File: config.mk
export PLATFORM = sky130hd
export DESIGN_NAME = pair_escape_frame_encoder_flat
export DESIGN_NICKNAME = d
export VERILOG_FILES = /design/src/design/pefe_pkg.sv /design/src/design/pefe_in_if.sv /design/src/design/pefe_out_if.sv /design/src/design/pair_escape_frame_encoder.sv /design/src/design/pefe_front.sv /design/src/design/pefe_queue.sv /design/src/design/pefe_back.sv /design/src/flat_wrapper.sv
export SDC_FILE = /design/constraint.sdc
export NUM_CORES = 1
export LEC_CHECK = 0
export ABC_CLOCK_PERIOD_IN_PS = 13500
export BUFFER_PORTS_ARGS = -buffer_cell sky130_fd_sc_hd__buf_4
export CORE_ASPECT_RATIO = 1.4
export CORE_MARGIN = 2
export CORE_UTILIZATION = 45
export CTS_BUF_LIST = sky130_fd_sc_hd__clkbuf_16
export CTS_CLUSTER_DIAMETER = 150
export DETAILED_ROUTE_END_ITERATION = 16
export PLACE_DENSITY = 0.6
export SKIP_LAST_GASP = 1
export SYNTH_ARGS = -nofsm -noshare
export SYNTH_HDL_FRONTEND = slang
export SYNTH_SLANG_ARGS = --single-unit
File: constraint.sdc
create_clock -name clk -period 13.5 [get_ports clk]
set_clock_uncertainty 0.15 [all_clocks]
set_input_delay 2.025 -clock clk [delete_from_list [all_inputs] [get_ports clk]]
set_output_delay 2.025 -clock clk [all_outputs]
set_load 0.05 [all_outputs]
File: src/design/pefe_pkg.sv
`default_nettype none
// ----------------------------------------------------------------------------
// pefe_pkg: shared types and constants of the pair escape frame encoder
// Byte commands passed from the classifier to the emitter, register codes
// and reset values of the configuration registers.
// ----------------------------------------------------------------------------
package pefe_pkg;

	// most bytes a single request can produce
	localparam int CMD_SLOTS   = 6;
	localparam int SLOT_W      = $clog2(CMD_SLOTS + 1);
	localparam int QUEUE_DEPTH = 2;
	localparam int QPTR_W      = $clog2(QUEUE_DEPTH);
	localparam int QCNT_W      = $clog2(QUEUE_DEPTH + 1);

	// configuration port
	localparam int CFG_IDX_W = 2;
	localparam int CFG_DATA_W = 8;

	localparam logic [CFG_IDX_W-1:0] REG_ESCAPE = 2'd0;
	localparam logic [CFG_IDX_W-1:0] REG_START  = 2'd1;
	localparam logic [CFG_IDX_W-1:0] REG_END    = 2'd2;

	localparam logic [7:0] ESCAPE_RST = 8'h1B;
	localparam logic [7:0] START_RST  = 8'h7B;
	localparam logic [7:0] END_RST    = 8'h7D;

	typedef struct packed {
		logic [7:0] escape_value;
		logic [7:0] start_value;
		logic [7:0] end_value;
	} cfg_t;

	// bytes to emit for one request, in order from slot 0
	typedef struct packed {
		logic [CMD_SLOTS-1:0][7:0] bytes;
		logic [SLOT_W-1:0]         count;
		logic                      done;   // last byte closes the frame
	} cmd_t;

	// queue head as seen by the emitter
	typedef struct packed {
		logic valid;
		cmd_t cmd;
	} q_head_t;

endpackage
`default_nettype wire

File: src/design/pefe_in_if.sv
`default_nettype none
// ----------------------------------------------------------------------------
// pefe_in_if: payload byte channel
// Valid/ready channel carrying one frame payload byte and its last flag.
// ----------------------------------------------------------------------------
interface pefe_in_if;
	logic       valid;
	logic       ready;
	logic [7:0] data_byte;
	logic       frame_last;

	modport source (output valid, output data_byte, output frame_last, input ready);
	modport sink (input valid, input data_byte, input frame_last, output ready);
endinterface
`default_nettype wire

File: src/design/pefe_out_if.sv
`default_nettype none
// ----------------------------------------------------------------------------
// pefe_out_if: encoded byte channel
// Valid/ready channel carrying one byte of the framed stream and its flags.
// ----------------------------------------------------------------------------
interface pefe_out_if;
	logic       valid;
	logic       ready;
	logic [7:0] out_byte;
	logic       run_last;
	logic       frame_done;

	modport source (output valid, output out_byte, output run_last, output frame_done,
		input ready);
	modport sink (input valid, input out_byte, input run_last, input frame_done,
		output ready);
endinterface
`default_nettype wire

File: src/design/pair_escape_frame_encoder.sv
`default_nettype none
// ----------------------------------------------------------------------------
// pair_escape_frame_encoder: byte-stuffing framer with pair escaping
// Wraps payload bytes in doubled start/end markers and escapes equal pairs
// of marker bytes; a classifier, a command queue and a byte emitter.
// ----------------------------------------------------------------------------
//  Channel   Dir  Handshake      Payload
//  in_ch     in   valid/ready    data_byte[7:0], frame_last
//  out_ch    out  valid/ready    out_byte[7:0], run_last, frame_done
//  cfg_*     in   cfg_we         cfg_idx[1:0], cfg_wdata[7:0]
//
//  One request is accepted per cycle while the two-entry command queue has room.
//  The emitter sends one byte per cycle while the output is not stalled; a request
//  yields 0 to 6 bytes, which pass through the queue and the output register.
//  arst_n clears frame state, the queue and the output register and loads the
//  register defaults (escape 0x1B, start 0x7B, end 0x7D).
//  Output stalls back up into the queue and then drop in_ch.ready.
// ----------------------------------------------------------------------------
module pair_escape_frame_encoder
	import pefe_pkg::*;
(
	input  wire logic                  clk,
	input  wire logic                  arst_n,
	pefe_in_if.sink                    in_ch,
	pefe_out_if.source                 out_ch,
	input  wire logic                  cfg_we,
	input  wire logic [CFG_IDX_W-1:0]  cfg_idx,
	input  wire logic [CFG_DATA_W-1:0] cfg_wdata
);

	cfg_t    cfg_q;
	logic    push;
	logic    q_full;
	logic    pop;
	cmd_t    cmd;
	q_head_t q_head;

	// configuration registers
	always_ff @(posedge clk or negedge arst_n) begin
		if (!arst_n) begin
			cfg_q.escape_value <= ESCAPE_RST;
			cfg_q.start_value  <= START_RST;
			cfg_q.end_value    <= END_RST;
		end else if (cfg_we) begin
			unique case (cfg_idx)
				REG_ESCAPE: cfg_q.escape_value <= cfg_wdata;
				REG_START:  cfg_q.start_value  <= cfg_wdata;
				REG_END:    cfg_q.end_value    <= cfg_wdata;
				default: ;
			endcase
		end
	end

	pefe_front u_front (
		.clk    (clk),
		.arst_n (arst_n),
		.in_ch  (in_ch),
		.cfg    (cfg_q),
		.q_full (q_full),
		.push   (push),
		.cmd    (cmd)
	);

	pefe_queue u_queue (
		.clk    (clk),
		.arst_n (arst_n),
		.push   (push),
		.wr_cmd (cmd),
		.full   (q_full),
		.head   (q_head),
		.pop    (pop)
	);

	pefe_back u_back (
		.clk    (clk),
		.arst_n (arst_n),
		.head   (q_head),
		.pop    (pop),
		.out_ch (out_ch)
	);

	// no command is written into a full queue
	a_no_push_full: assert property (@(posedge clk) disable iff (!arst_n)
		push |-> !q_full)
		else $error("command pushed into full queue");

	// queued commands always carry at least one byte
	a_head_nonempty: assert property (@(posedge clk) disable iff (!arst_n)
		q_head.valid |-> (q_head.cmd.count != '0))
		else $error("empty command at queue head");

	// frame end is always the last byte of its request
	a_done_is_last: assert property (@(posedge clk) disable iff (!arst_n)
		(out_ch.valid && out_ch.frame_done) |-> out_ch.run_last)
		else $error("frame_done without run_last");

	// popping only happens with a command present
	a_pop_valid: assert property (@(posedge clk) disable iff (!arst_n)
		pop |-> q_head.valid)
		else $error("pop from empty queue");

endmodule
`default_nettype wire

File: src/design/pefe_front.sv
`default_nettype none
// ----------------------------------------------------------------------------
// pefe_front: request classifier
// Accepts payload bytes, tracks frame and held-byte state and turns each
// request into a command of up to six bytes for the emitter.
// ----------------------------------------------------------------------------
module pefe_front
	import pefe_pkg::*;
(
	input  wire logic  clk,
	input  wire logic  arst_n,
	pefe_in_if.sink    in_ch,
	input  wire cfg_t  cfg,
	input  wire logic  q_full,
	output logic       push,
	output cmd_t       cmd
);

	logic       in_frame_q;
	logic       held_valid_q;
	logic [7:0] held_byte_q;

	logic       accept;
	logic       held_ok;
	logic       pair;
	logic [7:0] b;

	assign in_ch.ready = !q_full;
	assign accept      = in_ch.valid && in_ch.ready;
	assign b           = in_ch.data_byte;

	// held byte only counts inside an open frame
	assign held_ok = held_valid_q && in_frame_q;
	assign pair    = held_ok && (held_byte_q == b)
		&& ((b == cfg.start_value) || (b == cfg.end_value));

	// build the byte list in emit order
	always_comb begin
		logic [SLOT_W-1:0] slot;
		slot = '0;
		cmd  = '0;
		if (!in_frame_q) begin
			cmd.bytes[slot] = cfg.start_value;
			slot = slot + 1'b1;
			cmd.bytes[slot] = cfg.start_value;
			slot = slot + 1'b1;
		end
		if (pair) begin
			cmd.bytes[slot] = cfg.escape_value;
			slot = slot + 1'b1;
			cmd.bytes[slot] = cfg.escape_value;
			slot = slot + 1'b1;
			cmd.bytes[slot] = held_byte_q;
			slot = slot + 1'b1;
			cmd.bytes[slot] = b;
			slot = slot + 1'b1;
		end else if (held_ok) begin
			cmd.bytes[slot] = held_byte_q;
			slot = slot + 1'b1;
		end
		if (in_ch.frame_last) begin
			// flush the new byte unless it was just paired
			if (!pair) begin
				cmd.bytes[slot] = b;
				slot = slot + 1'b1;
			end
			cmd.bytes[slot] = cfg.end_value;
			slot = slot + 1'b1;
			cmd.bytes[slot] = cfg.end_value;
			slot = slot + 1'b1;
		end
		cmd.count = slot;
		cmd.done  = in_ch.frame_last;
	end

	// a request that emits nothing leaves the queue alone
	assign push = accept && (cmd.count != '0);

	// frame and held-byte state
	always_ff @(posedge clk or negedge arst_n) begin
		if (!arst_n) begin
			in_frame_q   <= 1'b0;
			held_valid_q <= 1'b0;
			held_byte_q  <= '0;
		end else if (accept) begin
			if (in_ch.frame_last) begin
				in_frame_q   <= 1'b0;
				held_valid_q <= 1'b0;
			end else begin
				in_frame_q   <= 1'b1;
				held_valid_q <= !pair;
			end
			if (!pair) begin
				held_byte_q <= b;
			end
		end
	end

endmodule
`default_nettype wire

File: src/design/pefe_queue.sv
`default_nettype none
// ----------------------------------------------------------------------------
// pefe_queue: command queue
// Small FIFO of byte commands between the classifier and the emitter so
// that each side can stall on its own.
// ----------------------------------------------------------------------------
module pefe_queue
	import pefe_pkg::*;
(
	input  wire logic  clk,
	input  wire logic  arst_n,
	input  wire logic  push,
	input  wire cmd_t  wr_cmd,
	output logic       full,
	output q_head_t    head,
	input  wire logic  pop
);

	cmd_t              slots_q [QUEUE_DEPTH];
	logic [QPTR_W-1:0] wr_ptr_q;
	logic [QPTR_W-1:0] rd_ptr_q;
	logic [QCNT_W-1:0] count_q;

	assign full       = (count_q == QCNT_W'(QUEUE_DEPTH));
	assign head.valid = (count_q != '0);
	assign head.cmd   = slots_q[rd_ptr_q];

	// storage
	always_ff @(posedge clk) begin
		if (push) begin
			slots_q[wr_ptr_q] <= wr_cmd;
		end
	end

	// pointers and fill level
	always_ff @(posedge clk or negedge arst_n) begin
		if (!arst_n) begin
			wr_ptr_q <= '0;
			rd_ptr_q <= '0;
			count_q  <= '0;
		end else begin
			if (push) begin
				wr_ptr_q <= wr_ptr_q + 1'b1;
			end
			if (pop) begin
				rd_ptr_q <= rd_ptr_q + 1'b1;
			end
			if (push && !pop) begin
				count_q <= count_q + 1'b1;
			end else if (pop && !push) begin
				count_q <= count_q - 1'b1;
			end
		end
	end

endmodule
`default_nettype wire

File: src/design/pefe_back.sv
`default_nettype none
// ----------------------------------------------------------------------------
// pefe_back: byte emitter
// Walks the head command into the output register one byte per cycle while the
// output is not stalled, and pops the command after its final byte.
// ----------------------------------------------------------------------------
module pefe_back
	import pefe_pkg::*;
(
	input  wire logic    clk,
	input  wire logic    arst_n,
	input  wire q_head_t head,
	output logic         pop,
	pefe_out_if.source   out_ch
);

	logic [SLOT_W-1:0] idx_q;
	logic              out_valid_q;
	logic [7:0]        out_byte_q;
	logic              run_last_q;
	logic              frame_done_q;

	logic advance;
	logic at_end;

	assign advance = !out_valid_q || out_ch.ready;
	assign at_end  = (idx_q == (head.cmd.count - 1'b1));
	assign pop     = advance && head.valid && at_end;

	assign out_ch.valid      = out_valid_q;
	assign out_ch.out_byte   = out_byte_q;
	assign out_ch.run_last   = run_last_q;
	assign out_ch.frame_done = frame_done_q;

	// output register and byte index
	always_ff @(posedge clk or negedge arst_n) begin
		if (!arst_n) begin
			idx_q        <= '0;
			out_valid_q  <= 1'b0;
			out_byte_q   <= '0;
			run_last_q   <= 1'b0;
			frame_done_q <= 1'b0;
		end else if (advance) begin
			out_valid_q <= head.valid;
			if (head.valid) begin
				out_byte_q   <= head.cmd.bytes[idx_q[SLOT_W-1:0]];
				run_last_q   <= at_end;
				frame_done_q <= at_end && head.cmd.done;
				idx_q        <= at_end ? '0 : idx_q + 1'b1;
			end
		end
	end

endmodule
`default_nettype wire

File: src/flat_wrapper.sv
// flat-port wrapper written by rule: the top's interface ports become plain ports
module pair_escape_frame_encoder_flat import pefe_pkg::*;
  (clk, arst_n, cfg_we, cfg_idx, cfg_wdata, in_ch_valid, in_ch_data_byte, in_ch_frame_last, in_ch_ready, out_ch_valid, out_ch_out_byte, out_ch_run_last, out_ch_frame_done, out_ch_ready);
  pefe_in_if in_ch_i ();
  pefe_out_if out_ch_i ();
  input  wire logic clk;
  input  wire logic arst_n;
  input  wire logic cfg_we;
  input  wire logic [CFG_IDX_W-1:0] cfg_idx;
  input  wire logic [CFG_DATA_W-1:0] cfg_wdata;
  input wire logic [$bits(in_ch_i.valid)-1:0] in_ch_valid;
  input wire logic [$bits(in_ch_i.data_byte)-1:0] in_ch_data_byte;
  input wire logic [$bits(in_ch_i.frame_last)-1:0] in_ch_frame_last;
  output wire logic [$bits(in_ch_i.ready)-1:0] in_ch_ready;
  output wire logic [$bits(out_ch_i.valid)-1:0] out_ch_valid;
  output wire logic [$bits(out_ch_i.out_byte)-1:0] out_ch_out_byte;
  output wire logic [$bits(out_ch_i.run_last)-1:0] out_ch_run_last;
  output wire logic [$bits(out_ch_i.frame_done)-1:0] out_ch_frame_done;
  input wire logic [$bits(out_ch_i.ready)-1:0] out_ch_ready;
  assign in_ch_i.valid = in_ch_valid;
  assign in_ch_i.data_byte = in_ch_data_byte;
  assign in_ch_i.frame_last = in_ch_frame_last;
  assign in_ch_ready = in_ch_i.ready;
  assign out_ch_valid = out_ch_i.valid;
  assign out_ch_out_byte = out_ch_i.out_byte;
  assign out_ch_run_last = out_ch_i.run_last;
  assign out_ch_frame_done = out_ch_i.frame_done;
  assign out_ch_i.ready = out_ch_ready;
  pair_escape_frame_encoder u_core (.clk(clk), .arst_n(arst_n), .in_ch(in_ch_i), .out_ch(out_ch_i), .cfg_we(cfg_we), .cfg_idx(cfg_idx), .cfg_wdata(cfg_wdata));
endmodule
==> results_dict.tcl, run 1 <==
set metrics [dict create \
    ff_latch_area_mm2 0.004447 \
    leakage_nw 3.191 \
    worst_ir_drop_vdd_mv 0.07868 \
    clkTransAtPathRegs_ns 0.06 \
    required_ns 13.56 \
    post-route-min-period_ns 5.592 \
    synthesis.nets 656 \
    setup_viol 0 \
    antenna_found_initial 0 \
    initial_core_util_pct 45.82 \
    holdWs_ns 0.3255 \
    crit_start "in_ch_data_byte[4]" \
    grt_max_degree 64 \
    vias_per_cell 5.786 \
    post_cts_buffers 0 \
    slew_violations 0 \
    gp_congestion 0.8554 \
    wl_um 17630 \
    io_buffers 35 \
    multi_input_area_mm2 0.003239 \
    synth_seq_cells 156 \
    final_cell_area_mm2 0.008875 \
    start_kind "input port" \
    worstPathArrival_ns 5.65 \
    grt-ovfl-total 0 \
    postSynthCellCount 628 \
    r2r_end "u_core.u_queue.slots_q[0][7]" \
    pin_count 36 \
    rows 57 \
    clock-sinks 156 \
    vias 5161 \
    cts_resized 0 \
    die_h_um 160.9 \
    grt_pass1_wl_um 28230 \
    yosysWarnings 0 \
    status "complete, no violations" \
    nets 671 \
    cts_buffers 17 \
    cts-root-buf "clkbuf_16" \
    fp.dieW_um 116.0 \
    syn2layout_area_growth_pct 12.21 \
    dieArea_mm2 0.01867 \
    max_freq_ghz 0.1788 \
    async_flop_share_pct 33.33 \
    grt.total_usage_pct 19.97 \
    synth_edf_count 104 \
    antenna_cells 0 \
    cp-endpoint "u_core.u_queue.slots_q[0][7]" \
    period_share_pct 41.42 \
    hp-class "flop to flop" \
    clk_latency_ns 0.42 \
    dpl-instance-area_mm2 0.008300 \
    reg2reg_slack_ns 8.55 \
    synth_cell_type_count 49 \
    ctsHtreeMaxLevel 4 \
    holdCritStartpoint "u_core.u_back.out_ch.run_last" \
    drc 0 \
    avgSynthCellArea_um2 12.59 \
    core-area_mm2 0.01726 \
    drt_iter0_markers 450 \
    relSlewSlack_pct 29.07 \
    critPathKind "input port to flop" \
    rsz0062_at_grt "no" \
    cts_tree "built" \
    ctsHoldBuffers 0 \
    setup-tns-final_ns 0 \
    hold_viol 0 \
    rr_worst_depth 12 \
    power_density_mw_per_mm2 227.7 \
    drive_gt1_share_pct 24.85 \
    timing.rr.start "u_core.u_front.held_valid_q" \
    drtAntennaViolNets 0 \
    dr.pass1.iters 4 \
    critPathMaxFanout 28 \
    yosys_most_used_dff "edfxtp_1" \
    tightest_slew_ns 1.064 \
    clockBufferDepth 2 \
    synth_area_mm2 0.007909 \
    first_global_vias 5201 \
    end_kind "flop" \
    dpl.hpwl_um 11890 \
    post_drt_wl_per_cell_um 19.76 \
    fill_cells 1549 \
    maxCapViolCount 0 \
    ys_seq_area_share_pct 56.19 \
]
[critical path, cell delays in order]
cell and delay, ns:
buf_4 0.16, xnor2_1 0.33, nand4_1 0.21, nor3_4 0.42, and2_1 0.18, buf_4 0.33, nor3_1 0.13, ha_1 0.29
mux2_2 0.29, a21oi_1 0.62, o21ai_0 0.19, a21o_1 0.19, o21ai_0 0.27
[per-layer routing]
layer	routed length (um)	GRT usage, %
met5	0	0
met4	195	5.844
met3	787	4.340
met2	9403	34.29
met1	7238	25.25
[how the worst min path moves through the flow]
stage	end	slack, ns	cells past startpoint
after floorplan	u_core.u_queue.wr_ptr_q	0.31	1
after global placement	u_core.u_back.out_ch.run_last	0.31	2
after detailed placement	u_core.u_back.out_ch.run_last	0.32	2
after CTS	u_core.u_back.out_ch.run_last	0.34	2
after global routing	u_core.u_back.out_ch.run_last	0.35	2
final	u_core.u_back.out_ch.run_last	0.33	2
[synthesized netlist by cell type, types with 11 or more instances]
cell      instances  area share [%]
a21oi_1          34             2.2
buf_2            14            0.89
clkbuf_1         22             1.0
dfrtp_1          36              11
dfstp_2          16             5.3
edfxtp_1        104              39
mux2_2           33             4.7
mux2i_1          18             2.3
mux4_2           24             6.8
nand2_1          39             1.9
nor2_1           72             3.4
nor2b_1          11            0.87
nor3_1           12            0.76
o21ai_0          41             2.6
xnor2_1          28             3.1
[logic make-up (layout without fill, tap and decap cells)]
| family | count (synthesis) | after routing | share of synthesized area (%) |
|---|---|---|---|
| and+or+nand+nor | 163 | 163 | 9.603 |
| DFF | 156 | 156 | 56.19 |
| AOI/OAI and AO/OA | 141 | 141 | 11.66 |
| muxes | 83 | 83 | 15.33 |
| buffers and inverters | 48 | 76 | 2.927 |
| xor gates and xnor gates | 33 | 33 | 3.655 |
| adders and majority gates | 4 | 4 | 0.6328 |
[area by class of cell]
class | count | area share [%]
sequential | 156 | 50.11
multi-input combinational | 424 | 36.50
clock buffer | 17 | 4.793
timing repair buffer | 41 | 3.468
tap | 236 | 3.327
clock inverter | 15 | 1.678
inverter | 3 | 0.1269
[per-stage QoR]
| stage | utilization (%) | total power [W] | worst slack, ns | std cells |
|---|---|---|---|---|
| 6_report | 51.42 | 0.002021 | 7.908 | 892 |
| 5_1_grt | 51.42 | 0.002137 | 7.711 | 892 |
| 4_1_cts | 51.42 | 0.002037 | 7.965 | 892 |
| 3_5_place_dp | 48.09 | 0.001572 | 7.535 | 860 |
| 3_3_place_gp | 48.09 | 0.001548 | 7.665 | 860 |
| 2_1_floorplan | - | 0.001367 | 6.746 | 628 |
[sequential cells by signal, indices dropped and copies added, names as in the netlist]
signal,flops
u_core.u_back.out_ch.out_byte,8
u_core.u_front.held_valid_q,1
u_core.u_queue.rd_ptr_q,1
u_core.u_front.in_frame_q,1
u_core.u_queue.wr_ptr_q,1
u_core.u_back.out_ch.run_last,1
u_core.u_queue.slots_q,104
u_core.u_queue.count_q,2
u_core.u_front.held_byte_q,8
u_core.u_back.out_ch.valid,1
u_core.u_back.out_ch.frame_done,1
u_core.u_back.idx_q,3
u_core.cfg_q,24
[cells in the final DEF (no fill, tap or decap), types with 6 or more instances in the layout]
cell type	netlist	routed
clkbuf_16	0	17
o211ai_1	8	8
mux2i_1	18	18
mux2_4	8	8
mux4_2	24	24
dfstp_2	16	16
nor2b_1	11	11
nand2_1	39	39
a221oi_1	6	6
a21oi_1	34	34
o21ai_0	41	40
o32a_1	8	8
xnor2_1	28	28
a22oi_1	7	7
nor2_1	72	72
nand4_1	6	6
buf_4	3	41
mux2_2	33	33
a21o_1	8	8
and3_1	6	6
edfxtp_1	104	104
a211oi_1	6	6
dfrtp_1	36	34
nor3_1	12	11
a32oi_1	8	8
[where the power goes]
group	total, W	leakage, nW	switching, W	internal, W
logic	0.000741	1.33	0.000426	0.000315
clock network	0.000462	0.281	0.000191	0.000272
registers	0.000817	1.58	0.000115	0.000702
Note: power is estimated with default switching activity, not from simulation.
==> inputs of run 2 (changes only) <==
ABC_CLOCK_PERIOD_IN_PS = 4550   (was 13500)
PLACE_DENSITY = 0.63   (was 0.6)
clock period = 4.55 ns   (was 13.5 ns; I/O delays follow)
==> run 2 against run 1 <==
Net effect:
- routed wire length is 2.3% higher
- die area stayed put
- sequential share of layout area hardly changed
- sequential cell count stayed put
- combinational power grew to 3.2 times the previous value
==> results_dict.tcl, run 2 (same netlist as run 1, synthesis figures left out) <==
set metrics [dict create \
    holdWs_ns 0.1452 \
    dpl-instance-area_mm2 0.008359 \
    p_sw_w 0.002209 \
    start_kind "flop" \
    cts_buffers 17 \
    power_frac_comb_pct 39.5 \
    slowest_stage "a21oi_1" \
    post_cts_buffers 0 \
    critPathMaxFanout 10 \
    ctsHoldBuffers 0 \
    fp.dieW_um 116.0 \
    first_global_vias 5239 \
    p_seq_share_pct 39.3 \
    drt_iter0_markers 530 \
    post_drt_wl_per_cell_um 20.05 \
    tightest_slew_ns 1.049 \
    setup-tns-final_ns 0 \
    core-area_mm2 0.01726 \
    cts_tree "built" \
    timing.rr.start "u_core.cfg_q[3]" \
    swShare_pct 37.14 \
    dpl.hpwl_um 12550 \
    crit_chain "xnor2_1, nand4_1, o22ai_4, and2_1, nor3_1, ha_1, mux2_2, a21oi_1, o21ai_0, a21o_1, o21ai_0" \
    grt.total_usage_pct 20.59 \
    period_share_pct 84.60 \
    use_met1_pct 26.95 \
    rsz0062_at_grt "no" \
    vias_per_cell 5.770 \
    largest_reg_flops 104 \
    worstPathArrival_ns 3.92 \
    grt-ovfl-total 0 \
    end_kind "flop" \
    power_frac_clock_pct 21.3 \
    dieArea_mm2 0.01867 \
    clkTransAtPathRegs_ns 0.06 \
    final_cell_mix "edfxtp_1, nor2_1, buf_4" \
    cp_top_family "compound AO/OA/AOI/OAI gates" \
    final_cell_area_mm2 0.008882 \
    regMostFlops "u_core.u_queue.slots_q" \
    internal_power_w 0.003739 \
    grt_pass1_wl_um 29110 \
    post-route-util_pct 51.46 \
    clock-sinks 156 \
    hp-class "input port to async pin" \
    nets 678 \
    hold_viol 0 \
    met3_usage_pct 4.038 \
    antenna_found_initial 0 \
    required_ns 4.62 \
    cpMostUsedCell "o21ai_0" \
    syn2layout_area_growth_pct 12.31 \
    crit_start "u_core.cfg_q[3]" \
    crit_buf_inv 0 \
    leakage_nw 3.189 \
    wl_um 18030 \
    met2_usage_pct 34.32 \
    reg2reg_slack_ns 0.70 \
    gp_congestion 0.9204 \
    cts-root-buf "clkbuf_16" \
    vias 5187 \
    drive_gt1_share_pct 25.34 \
    clk_latency_ns 0.42 \
    grt_max_degree 63 \
    relSlewSlack_pct 29.89 \
    final_common_cell "edfxtp_1" \
    initial_core_util_pct 45.82 \
    post-route-min-period_ns 3.849 \
    drtAntennaViolNets 0 \
    critPathKind "flop to flop" \
    antenna_cells 0 \
    drc 0 \
    die_h_um 160.9 \
    cts_resized 0 \
    rows 57 \
    setup_viol 0 \
    slowest_delay_ns 0.65 \
    rr_worst_depth 11 \
    dr.pass1.iters 5 \
    place_ws_ns 0.3605 \
    maxCapViolCount 0 \
    max_freq_ghz 0.2598 \
    slew_violations 0 \
    fill_cells 1528 \
    r2r_end "u_core.u_queue.slots_q[0][6]" \
    io_buffers 35 \
    top_regs "u_core.u_queue.slots_q: 104 flops, u_core.cfg_q: 24 flops" \
    status "complete, no violations" \
    pin_count 36 \
    layout_setup_ws_ns 0.7009 \
    ctsHtreeMaxLevel 4 \
    grt-busiest-layer "met2" \
    worst_ir_drop_vdd_mv 0.2622 \
    power_density_mw_per_mm2 669.6 \
    clockBufferDepth 2 \
]
[run 2: worst max path at each step]
stage,slack (ns),end,cells past startpoint
after floorplan,0.61,u_core.u_queue.slots_q[0][0],3
after global placement,0.59,u_core.u_queue.slots_q[0][5],12
after detailed placement,0.36,u_core.u_queue.slots_q[1][4],13
after CTS,0.74,u_core.u_queue.slots_q[1][4],11
after global routing,0.42,u_core.u_queue.slots_q[0][6],12
final,0.70,u_core.u_queue.slots_q[0][6],11
[run 2: area by class of cell]
type | count | area, um^2 | area share, %
clock buffer | 17 | 425.4 | 4.789
clock inverter | 15 | 97.59 | 1.099
inverter | 3 | 11.26 | 0.1268
multi-input combinational | 424 | 3246 | 36.54
sequential | 156 | 4447 | 50.06
tap | 236 | 295.3 | 3.324
timing repair buffer | 48 | 360.3 | 4.057
[run 2: per-stage QoR]
step                      total power [W]  cells
after floorplan                  0.004050    628
after global placement           0.004639    867
after detailed placement         0.004709    867
after CTS                        0.005987    899
after global routing             0.006299    899
final                            0.005948    899
[run 2: power by group through the flow]
stage | Sequential [W] | Combinational (W) | Clock, W
final | 0.00234 | 0.00235 | 0.00126
after global routing | 0.00238 | 0.00256 | 0.00135
after detailed placement | 0.00237 | 0.00234 | 0
after CTS | 0.00234 | 0.00236 | 0.00129
after floorplan | 0.00239 | 0.00166 | 0
after global placement | 0.00234 | 0.00230 | 0
[run 2: routing by layer]
layer  share of wire (%)  vias to the layer above
li1                    -                     2405
met1                  42                     2593
met2                  52                      160
met3                 4.5                       29
met4                 2.0                        0
met5                   0                        -
